**src/flh_pkg.sv**
```systemverilog
// shared types, constants and helpers of the locality profiler
`default_nettype none

package flh_pkg;

  localparam int ADDR_W      = 64;
  localparam int BIN_W       = 5;
  localparam int CNT_W       = 32;
  localparam int LEN_W       = 7;
  localparam int IN_TDATA_W  = 72;
  localparam int OUT_TDATA_W = 80;
  localparam int OUT_TUSER_W = 2;
  localparam int OUT_PAD_W   = OUT_TDATA_W - 2 * BIN_W - 2 * CNT_W;
  localparam int LEN_STEP0   = ADDR_W / 2;

  // command codes carried on in_tuser
  localparam logic CMD_RECORD = 1'b0;
  localparam logic CMD_READ   = 1'b1;

  // bit positions in out_tuser
  localparam int USER_FIRST = 0;
  localparam int USER_FOUND = 1;

  localparam logic [CNT_W-1:0] CNT_MAX = '1;

  typedef enum logic [2:0] {
    S_IDLE,
    S_RD_ISSUE,
    S_RD_DATA,
    S_FIRST,
    S_SCAN,
    S_HIST_RD,
    S_UPDATE,
    S_OUT
  } ctrl_state_t;

  typedef struct packed {
    logic load;
    logic rd_bin;
    logic res_rd;
    logic first_wr;
    logic scan_en;
    logic rd_upd;
    logic upd;
    logic out_load;
  } flh_cmd_t;

  typedef struct packed {
    logic window_empty;
    logic scan_done;
    logic len_done;
    logic out_free;
  } flh_sts_t;

  // number of significant bits of a narrow value
  function automatic logic [4:0] bit_len16(input logic [15:0] v);
    logic [4:0] n;
    n = '0;
    for (int i = 0; i < 16; i++) begin
      if (v[i]) n = 5'(i + 1);
    end
    return n;
  endfunction

endpackage

`default_nettype wire

```
**src/flh_ctrl.sv**
```systemverilog
// sequencing state machine of the locality profiler
`default_nettype none

module flh_ctrl (
  input  logic              clk,
  input  logic              rst_n,
  input  logic              in_valid,
  input  logic              in_kind,
  output logic              in_ready,
  input  flh_pkg::flh_sts_t sts,
  output flh_pkg::flh_cmd_t cmd
);

  import flh_pkg::*;

  ctrl_state_t state_r, state_nxt;

  always_comb begin
    state_nxt = state_r;
    unique case (state_r)
      S_IDLE: begin
        if (in_valid) begin
          if (in_kind == CMD_READ) state_nxt = S_RD_ISSUE;
          else if (sts.window_empty) state_nxt = S_FIRST;
          else state_nxt = S_SCAN;
        end
      end
      S_RD_ISSUE: state_nxt = S_RD_DATA;
      S_RD_DATA:  state_nxt = S_OUT;
      S_FIRST:    state_nxt = S_OUT;
      S_SCAN: begin
        if (sts.scan_done && sts.len_done) state_nxt = S_HIST_RD;
      end
      S_HIST_RD:  state_nxt = S_UPDATE;
      S_UPDATE:   state_nxt = S_OUT;
      S_OUT: begin
        if (sts.out_free) state_nxt = S_IDLE;
      end
      default:    state_nxt = S_IDLE;
    endcase
  end

  always_comb begin
    cmd      = '0;
    in_ready = 1'b0;
    unique case (state_r)
      S_IDLE: begin
        in_ready = 1'b1;
        cmd.load = in_valid;
      end
      S_RD_ISSUE: cmd.rd_bin   = 1'b1;
      S_RD_DATA:  cmd.res_rd   = 1'b1;
      S_FIRST:    cmd.first_wr = 1'b1;
      S_SCAN:     cmd.scan_en  = 1'b1;
      S_HIST_RD:  cmd.rd_upd   = 1'b1;
      S_UPDATE:   cmd.upd      = 1'b1;
      S_OUT:      cmd.out_load = sts.out_free;
      default:    cmd          = '0;
    endcase
  end

  always_ff @(posedge clk) begin
    if (!rst_n) state_r <= S_IDLE;
    else state_r <= state_nxt;
  end

endmodule

`default_nettype wire

```
**config.mk**
```make
export PLATFORM = sky130hd
export DESIGN_NAME = flh_ctrl
export DESIGN_NICKNAME = d
export VERILOG_FILES = /design/src/flh_pkg.sv /design/src/flh_ctrl.sv
export SDC_FILE = /design/constraint.sdc
export NUM_CORES = 1
export LEC_CHECK = 0
export ABC_CLOCK_PERIOD_IN_PS = 1100
export BUFFER_PORTS_ARGS = -buffer_cell sky130_fd_sc_hd__buf_2
export CAP_MARGIN = 10
export CORE_AREA = 2 2 39 41
export CTS_CLUSTER_SIZE = 8
export DETAILED_ROUTE_END_ITERATION = 8
export DIE_AREA = 0 0 41 43
export PLACE_DENSITY = 0.44
export SYNTH_ARGS = -nofsm -noshare
export SYNTH_HDL_FRONTEND = slang
export SYNTH_SLANG_ARGS = --single-unit
```
**constraint.sdc**
```tcl
create_clock -name clk -period 1.1 [get_ports clk]
set_input_delay 0.11 -clock clk [delete_from_list [all_inputs] [get_ports clk]]
set_output_delay 0.11 -clock clk [all_outputs]
set_load 0.005 [all_outputs]
```
==> results_tabular.tex, run 1 <==
\begin{tabular}{lr}
\hline
Metric & Value \\
\hline
\multicolumn{2}{l}{\textbf{Outcome}} \\
\quad Status & complete, but fails checks \\
\quad Failing checks & negative setup slack \\
\multicolumn{2}{l}{\textbf{Critical path}} \\
\quad Critical path's slowest cell & sky130\_fd\_sc\_hd\_\_dfxtp\_4 \\
\quad Worst-path cell chain & buf\_6 -> and3b\_1 -> buf\_2 \\
\quad Crit-path max FO & 6 \\
\quad Worst EP arrival & 1000 ps \\
\quad Required arrival time at the worst endpoint & between 900 and 1000 ps \\
\quad Worst Setup Path Type & reg2out \\
\quad Crit path capture type & primary output \\
\quad Delay of the slowest cell on the worst path & approximately 360 ps \\
\quad Startpoint type of the worst setup path & flip-flop \\
\multicolumn{2}{l}{\textbf{Drt}} \\
\quad Detailed-route DRC error count & 0 \\
\quad Routed via count divided by cell count & $\sim$4.5 \\
\quad Routed wire length per instance & 9.67 um \\
\quad Total number of vias & about 330 \\
\quad Sum of routed wire length over all layers & roughly 700 um \\
\quad Antenna viol nets, final & 0 \\
\quad Violation count after the first detailed-routing iteration & 2 \\
\quad Detailed Routing Iterations Pass 1 & 4 \\
\multicolumn{2}{l}{\textbf{CTS}} \\
\quad Clock sink count & 3 \\
\quad Root cell of the clock tree & sky130\_fd\_sc\_hd\_\_clkbuf\_4 \\
\quad Clock tree from TritonCTS & done \\
\quad Clock transition at the register clock pins on the worst setup and hold paths after CTS & about 30 ps \\
\quad Worst-Skew Late Latency & roughly 230 ps \\
\quad Number of CTS-inserted buffers & 3 \\
\quad Deepest clock path buffer count & 2 \\
\quad CTS H-tree lvls & 1 \\
\quad Hold buffers post-CTS & 0 \\
\multicolumn{2}{l}{\textbf{Placement}} \\
\quad Global placer's final weighted congestion & approximately 0.59 \\
\quad Dpl hpwl & slightly below 500 um \\
\quad Total cell area at the placement stage & around 340 um2 \\
\quad IO buf count & 16 \\
\multicolumn{2}{l}{\textbf{Synthesis}} \\
\quad Gate count after technology mapping & 30 \\
\quad Register bit count reported by yosys & 3 \\
\quad Area of the mapped netlist & about 250 um2 \\
\quad Share of synthesized area occupied by flip-flops and latches & about a quarter \\
\quad Library cells used by synthesis & 21 \\
\quad Top-area cell type share of the netlist area & 24.4\% \\
\quad Ys Warns & 0 \\
\quad Cell accounting for the most synthesized area & sky130\_fd\_sc\_hd\_\_dfxtp\_1 \\
\quad Post-Synthesis Net Count & 38 \\
\quad Avg Synthesized Cell Area & 8.22 um2 \\
\quad Top cells by area in the synthesized netlist & sky130\_fd\_sc\_hd\_\_dfxtp\_1 24\%, sky130\_fd\_sc\_hd\_\_a221oi\_2 6.1\%, sky130\_fd\_sc\_hd\_\_nand2\_1 6.1\% \\
\multicolumn{2}{l}{\textbf{Global route}} \\
\quad Maximum number of pins on one net before global-route repair & 13 \\
\quad Global-route usage over all layers & around a tenth \\
\quad First-pass GRT wire length & roughly 1.1 mm \\
\quad Number of antenna violations at the first check in global routing & 0 \\
\quad GRT overflow & 0 \\
\quad Vias in the first global route & 300 \\
\multicolumn{2}{l}{\textbf{Die}} \\
\quad Height of the chip & 43 um \\
\quad Core Region & between 1000 and 1500 um2 \\
\quad Starting Density & roughly 18\% \\
\quad Overall die width & 41 um \\
\quad Total Die Area & 1760 um2 \\
\quad Row count & 14 \\
\quad Number of top-level pins & 17 \\
\multicolumn{2}{l}{\textbf{Timing}} \\
\quad Clk\_skew & 0.354 ps \\
\quad Final worst-path setup slack & -5.88 ps \\
\quad Total count of max-transition violations in the final report & 0 \\
\quad Minimum period implied by the final worst setup slack & about 1100 ps \\
\quad Headroom to the max-slew limit & 76.8\% \\
\quad Worst Max-Slew Pin Slew & approximately 340 ps \\
\quad \# setup viols final & 3 \\
\quad Worst hold slack after final layout & $\sim$140 ps \\
\quad Final hold viol count & 0 \\
\quad Period utilisation layout & 101\% \\
\quad RSZ-0062 raised after global routing & yes \\
\quad Maximum frequency from static timing analysis & between 0.9 and 1 GHz \\
\multicolumn{2}{l}{\textbf{Finish}} \\
\quad Area growth syn-to-layout & 85.8\% \\
\quad Largest reg by FF count & state\_r \\
\quad Net count reported at finish & 65 \\
\quad Post-layout utilization of the core & 33.1\% \\
\quad Largest register FFs & 3 \\
\quad Post-route cell area & 458 um2 \\
\quad Number of inserted diodes & 0 \\
\quad Most used cells in the layout excluding fill and tap cells & 16 x sky130\_fd\_sc\_hd\_\_buf\_2, 6 x sky130\_fd\_sc\_hd\_\_buf\_4, 4 x sky130\_fd\_sc\_hd\_\_nand2\_1 \\
\quad Fraction of final layout cells sized beyond drive strength 1 & about 66\% \\
\quad Registers with the most flip-flops & state\_r x3 \\
\quad Most common library cell in the layout ignoring fill and taps & sky130\_fd\_sc\_hd\_\_buf\_2 \\
\multicolumn{2}{l}{\textbf{Power}} \\
\quad Highest ir drop seen on vdd & around 470 uV \\
\quad Post-layout power & between 500 and 600 uW \\
\quad Pwr/cell area & approximately 1300 nW/um2 \\
\quad Leakage power total & 0.000234 uW \\
\multicolumn{2}{l}{\textbf{Job}} \\
\quad Total of max-cap violations & 0 \\
\multicolumn{2}{l}{\textbf{Min path}} \\
\quad Hold WC Path Type & in2reg \\
\hline
\end{tabular}
-- timing repair --
| item | in CTS | in global routing |
|---|---|---|
| pin swaps | 4 | 3 |
| buffers inserted | 5 | 2 |
| endpoints found under the setup margin | 9 | 9 |
| gates resized for setup | 13 | 2 |
-- metal layers --
layer	global-route usage, %	part of all wire (%)	vias up
met3	3.14	9.6	0
li1	-	-	163
met5	0	0	-
met2	15.9	55	12
met4	8.00	0	0
met1	9.32	36	151
-- path summary, 6_finish.rpt --
path                                         startpoint  slack [ps]  cells past startpoint                       to
worst min register to register  state_r[1]$_SDFFE_PN0P_         570                      2  state_r[0]$_SDFFE_PN0P_
worst max-delay path            state_r[0]$_SDFFE_PN0P_          -6                      3                   cmd[1]
worst max register to register  state_r[2]$_SDFFE_PN0P_          50                      4  state_r[0]$_SDFFE_PN0P_
worst min-delay path                              rst_n         140                      2  state_r[2]$_SDFFE_PN0P_
-- kinds of logic after synthesis --
| group | after synthesis | synth area share [%] |
|---|---|---|
| buffers and inverters | 4 | 11.2 |
| DFF | 3 | 24.4 |
| AOI/OAI and AO/OA | 6 | 21.3 |
| and+or+nand+nor | 17 | 43.1 |
-- Yosys cell counts --
cell                        count
sky130_fd_sc_hd__and2_1         2
sky130_fd_sc_hd__buf_2          1
sky130_fd_sc_hd__nor3b_1        2
sky130_fd_sc_hd__dfxtp_1        3
sky130_fd_sc_hd__nor4b_1        1
sky130_fd_sc_hd__o311a_1        1
sky130_fd_sc_hd__a221oi_2       1
sky130_fd_sc_hd__inv_1          1
sky130_fd_sc_hd__nand4bb_1      1
sky130_fd_sc_hd__a31oi_1        1
sky130_fd_sc_hd__buf_6          1
sky130_fd_sc_hd__and3b_1        1
sky130_fd_sc_hd__nor3_2         1
sky130_fd_sc_hd__a21boi_1       1
sky130_fd_sc_hd__o21ai_1        1
sky130_fd_sc_hd__nand2_1        4
sky130_fd_sc_hd__o41ai_1        1
sky130_fd_sc_hd__and2b_1        1
sky130_fd_sc_hd__nand4_1        1
sky130_fd_sc_hd__nor2_1         3
sky130_fd_sc_hd__buf_4          1
-- where the power goes --
part / switching [uW] / internal (uW) / leakage [uW]
Clock: 51.3 / 136 / 0.0000150
Sequential: 42.1 / 133 / 0.0000267
Combinational: 88.5 / 148 / 0.000192
Total: 182 / 417 / 0.000234
-- final cells by class --
class	instances	area, um2
clock buffers	4	26.3
repair buffers	25	159
fillers	165	926
well taps	16	20.0
multi-input cells	23	178
inverters	1	3.75
flip-flops and latches	3	71.3
-- critical path, delay by kind of cell (launching register included) --
family | cells | cell delay, ps
flip-flops | 1 | 360
buffers and inverters | 2 | 220
AND/OR/NAND/NOR | 1 | 180
-- per-stage QoR --
stage | setup TNS, ps | instances | setup WS [ps]
2_1_floorplan | 0 | 30 | 184
3_5_place_dp | 0 | 61 | 6.47
4_1_cts | -40.2 | 70 | -20.4
5_1_grt | -512 | 72 | -73.9
6_report | -13.9 | 72 | -5.88
3_3_place_gp | 0 | 61 | 6.57
Note: power is estimated with default switching activity, not from simulation.
==> inputs of run 2 (changes only) <==
- BUFFER_PORTS_ARGS: -buffer_cell sky130_fd_sc_hd__buf_2 -> not set
- DONT_BUFFER_PORTS: not set -> 1
- PLACE_DENSITY: 0.44 -> 0.33
==> results_tabular.tex, run 2 (synthesized netlist as in run 1, its figures left out) <==
\begin{tabular}{lr}
\hline
Metric & Value \\
\hline
\multicolumn{2}{l}{\textbf{Outcome}} \\
\quad Status & complete, but fails checks \\
\quad Failing checks & negative setup slack \\
\multicolumn{2}{l}{\textbf{Finish}} \\
\quad Most used cells in the layout excluding fill and tap cells & 5 x sky130\_fd\_sc\_hd\_\_buf\_4, 4 x sky130\_fd\_sc\_hd\_\_nand2\_1, 3 x sky130\_fd\_sc\_hd\_\_nor2\_1, 3 x sky130\_fd\_sc\_hd\_\_clkbuf\_4, 3 x sky130\_fd\_sc\_hd\_\_dfxtp\_4 \\
\quad Net count reported at finish & 48 (-26\%) \\
\quad Fraction of final layout cells sized beyond drive strength 1 & 41.0\% (-25 points) \\
\quad Most common library cell in the layout ignoring fill and taps & sky130\_fd\_sc\_hd\_\_buf\_4 \\
\quad Largest register FFs & 3 (unchanged) \\
\quad Number of inserted diodes & 0 (unchanged) \\
\quad Post-route cell area & 365 um2 (-20\%) \\
\quad Registers with the most flip-flops & state\_r x3 \\
\quad Largest reg by FF count & state\_r \\
\quad Number of fill cells & 165 (unchanged) \\
\quad Area growth syn-to-layout & 48.2\% \\
\multicolumn{2}{l}{\textbf{CTS}} \\
\quad Clock sink count & 3 (unchanged) \\
\quad Number of CTS-inserted buffers & 3 (unchanged) \\
\quad CTS H-tree lvls & 1 (unchanged) \\
\quad Root cell of the clock tree & sky130\_fd\_sc\_hd\_\_clkbuf\_4 \\
\quad Clock transition at the register clock pins on the worst setup and hold paths after CTS & 40 ps (about the same) \\
\quad Deepest clock path buffer count & 2 (unchanged) \\
\quad Clock tree from TritonCTS & done \\
\quad Worst-Skew Late Latency & 230 ps (about the same) \\
\multicolumn{2}{l}{\textbf{Min path}} \\
\quad Hold WC Path Type & in2reg \\
\quad Number of cells on the worst hold path & 1 (-1) \\
\quad Startpoint of the lowest-slack hold path & rst\_n \\
\quad Endpoint of the worst hold path & state\_r[1]\$\_SDFFE\_PN0P\_ \\
\multicolumn{2}{l}{\textbf{Placement}} \\
\quad Total cell area at the placement stage & 273 um2 (-19\%) \\
\quad Dpl hpwl & 506 um (+5.1\%) \\
\quad IO buf count & 0 (-16) \\
\quad Global placer's final weighted congestion & 0.682 (+15\%) \\
\multicolumn{2}{l}{\textbf{Power}} \\
\quad Pwr/cell area & 1530 nW/um2 (+17\%) \\
\quad Leakage power total & 0.000153 uW (-34\%) \\
\quad Highest ir drop seen on vdd & 604 uV (+27\%) \\
\quad Post-layout power & 559 uW (-6.7\%) \\
\multicolumn{2}{l}{\textbf{Critical path}} \\
\quad Launching point of the worst reg2reg path & state\_r[2]\$\_SDFFE\_PN0P\_ \\
\quad Setup slack of the most critical reg-to-reg path & 60 ps (about the same) \\
\quad Startpoint type of the worst setup path & flip-flop \\
\quad Worst EP arrival & 1000 ps (about the same) \\
\quad Crit path capture type & primary output \\
\quad Depth of the worst register-to-register path & 3 (-1) \\
\quad Crit-path max FO & 4 (-2) \\
\quad Worst flop-to-flop path endpoint & state\_r[0]\$\_SDFFE\_PN0P\_ \\
\quad Worst Setup Path Type & reg2out \\
\quad Required arrival time at the worst endpoint & 990 ps (about the same) \\
\multicolumn{2}{l}{\textbf{Die}} \\
\quad Overall die width & 41 um (unchanged) \\
\quad Starting Density & 17.8\% (unchanged) \\
\quad Number of top-level pins & 17 (unchanged) \\
\quad Total Die Area & 1760 um2 (unchanged) \\
\quad Row count & 14 (unchanged) \\
\quad Height of the chip & 43 um (unchanged) \\
\quad Core Region & 1380 um2 (unchanged) \\
\multicolumn{2}{l}{\textbf{Timing}} \\
\quad Maximum frequency from static timing analysis & 0.904 GHz (about the same) \\
\quad Headroom to the max-slew limit & 80.4\% (+3.6 points) \\
\quad Worst hold slack after final layout & 21.6 ps (-113 ps) \\
\quad RSZ-0062 raised after global routing & yes \\
\quad Worst Max-Slew Pin Slew & 291 ps (-52.1 ps) \\
\quad Period utilisation layout & 101\% (about the same) \\
\quad Final worst-path setup slack & -6.36 ps (-0.476 ps) \\
\quad Final hold viol count & 0 (unchanged) \\
\quad \# setup viols final & 1 (-2) \\
\quad Minimum period implied by the final worst setup slack & 1110 ps (+0.476 ps) \\
\quad Clk\_skew & 0.0114 ps (-0.342 ps) \\
\quad Total count of max-transition violations in the final report & 0 (unchanged) \\
\multicolumn{2}{l}{\textbf{Drt}} \\
\quad Detailed Routing Iterations Pass 1 & 2 (-2) \\
\quad Violation count after the first detailed-routing iteration & 5 (+3) \\
\quad Sum of routed wire length over all layers & 716 um (+2.9\%) \\
\quad Antenna viol nets, final & 0 (unchanged) \\
\quad Total number of vias & 269 (-17\%) \\
\quad Routed via count divided by cell count & 4.89 (+8.0\%) \\
\quad Detailed-route DRC error count & 0 (unchanged) \\
\quad Routed wire length per instance & 13.0 um (+35\%) \\
\multicolumn{2}{l}{\textbf{Global route}} \\
\quad GRT overflow & 0 (unchanged) \\
\quad Global-route usage over all layers & 8.82\% (-1.0 points) \\
\quad Maximum number of pins on one net before global-route repair & 13 (unchanged) \\
\quad Number of antenna violations at the first check in global routing & 0 (unchanged) \\
\quad Vias in the first global route & 256 (-15\%) \\
\quad First-pass GRT wire length & 993 um (-12\%) \\
\multicolumn{2}{l}{\textbf{Job}} \\
\quad Total of max-cap violations & 0 (unchanged) \\
\hline
\end{tabular}
==> run 2: changes by cell type in the layout (fill, tap and decap cells not counted), moves of 2 or more <==
cell	previous run	this run
sky130_fd_sc_hd__buf_6	3	1
sky130_fd_sc_hd__buf_2	16	0
sky130_fd_sc_hd__nor3b_1	0	2
sky130_fd_sc_hd__dlygate4sd3_1	0	2
sky130_fd_sc_hd__nor3b_2	2	0
==> run 2: routing by layer <==
layer	GRT usage, %	part of all wire, %	vias to the layer above
li1	-	-	130
met1	8.31	39	131
met2	12.5	54	8
met3	8.38	7.5	0
met4	4.00	0	0
met5	0	0	-
==> run 2: worst max path at each step <==
stage | from | end | slack (ps) | depth (start not counted)
detailed placement | state_r[1]$_SDFFE_PN0P_ | state_r[1]$_SDFFE_PN0P_ | 30 | 3
finish | state_r[2]$_SDFFE_PN0P_ | cmd[7] | -6 | 3
global placement | state_r[1]$_SDFFE_PN0P_ | state_r[0]$_SDFFE_PN0P_ | 30 | 2
global route | state_r[2]$_SDFFE_PN0P_ | cmd[5] | -50 | 2
floorplan | state_r[2]$_SDFFE_PN0P_ | state_r[0]$_SDFFE_PN0P_ | 180 | 3
CTS | state_r[2]$_SDFFE_PN0P_ | cmd[7] | -10 | 3
==> run 2: repair_timing <==
item	in CTS	in global routing
gates cloned	0	0
setup endpoints to repair	9	6
pin swaps	1	1
gates resized for setup	7	3
hold buffers	1	1
hold endpoints to repair	1	1
setup buffers	2	0
==> run 2: where the power goes <==
| group | internal [uW] | switching, uW |
|---|---|---|
| logic | 112 | 70.6 |
| registers | 133 | 46.8 |
| clock network | 136 | 59.9 |
==> run 2: area by class of cell <==
class                           instances  area (um2)  share of cell area, %
Tap cell                               16        20.0                   5.48
Timing Repair Buffer                    8        68.8                   18.8
Inverter                                1        3.75                   1.03
Multi-Input combinational cell         23         175                   47.9
Sequential cell                         3        71.3                   19.5
Clock buffer                            4        26.3                   7.19
==> run 2: per-stage QoR <==
stage | util (%) | setup TNS [ps] | worst slack, ps | instances
after floorplan | - | 0 | 184 | 30
after global placement | 19.7 | 0 | 32.9 | 47
after detailed placement | 19.7 | 0 | 27.4 | 47
after CTS | 24.7 | -10.1 | -10.1 | 54
after global routing | 26.4 | -172 | -54.2 | 55
final | 26.4 | -6.36 | -6.36 | 55
==> run 2: critical path: stages, from the launching register on <==
cell and delay [ps]:
sky130_fd_sc_hd__dfxtp_4 340, sky130_fd_sc_hd__buf_4 150, sky130_fd_sc_hd__nor3_4 120, sky130_fd_sc_hd__and2_4 160
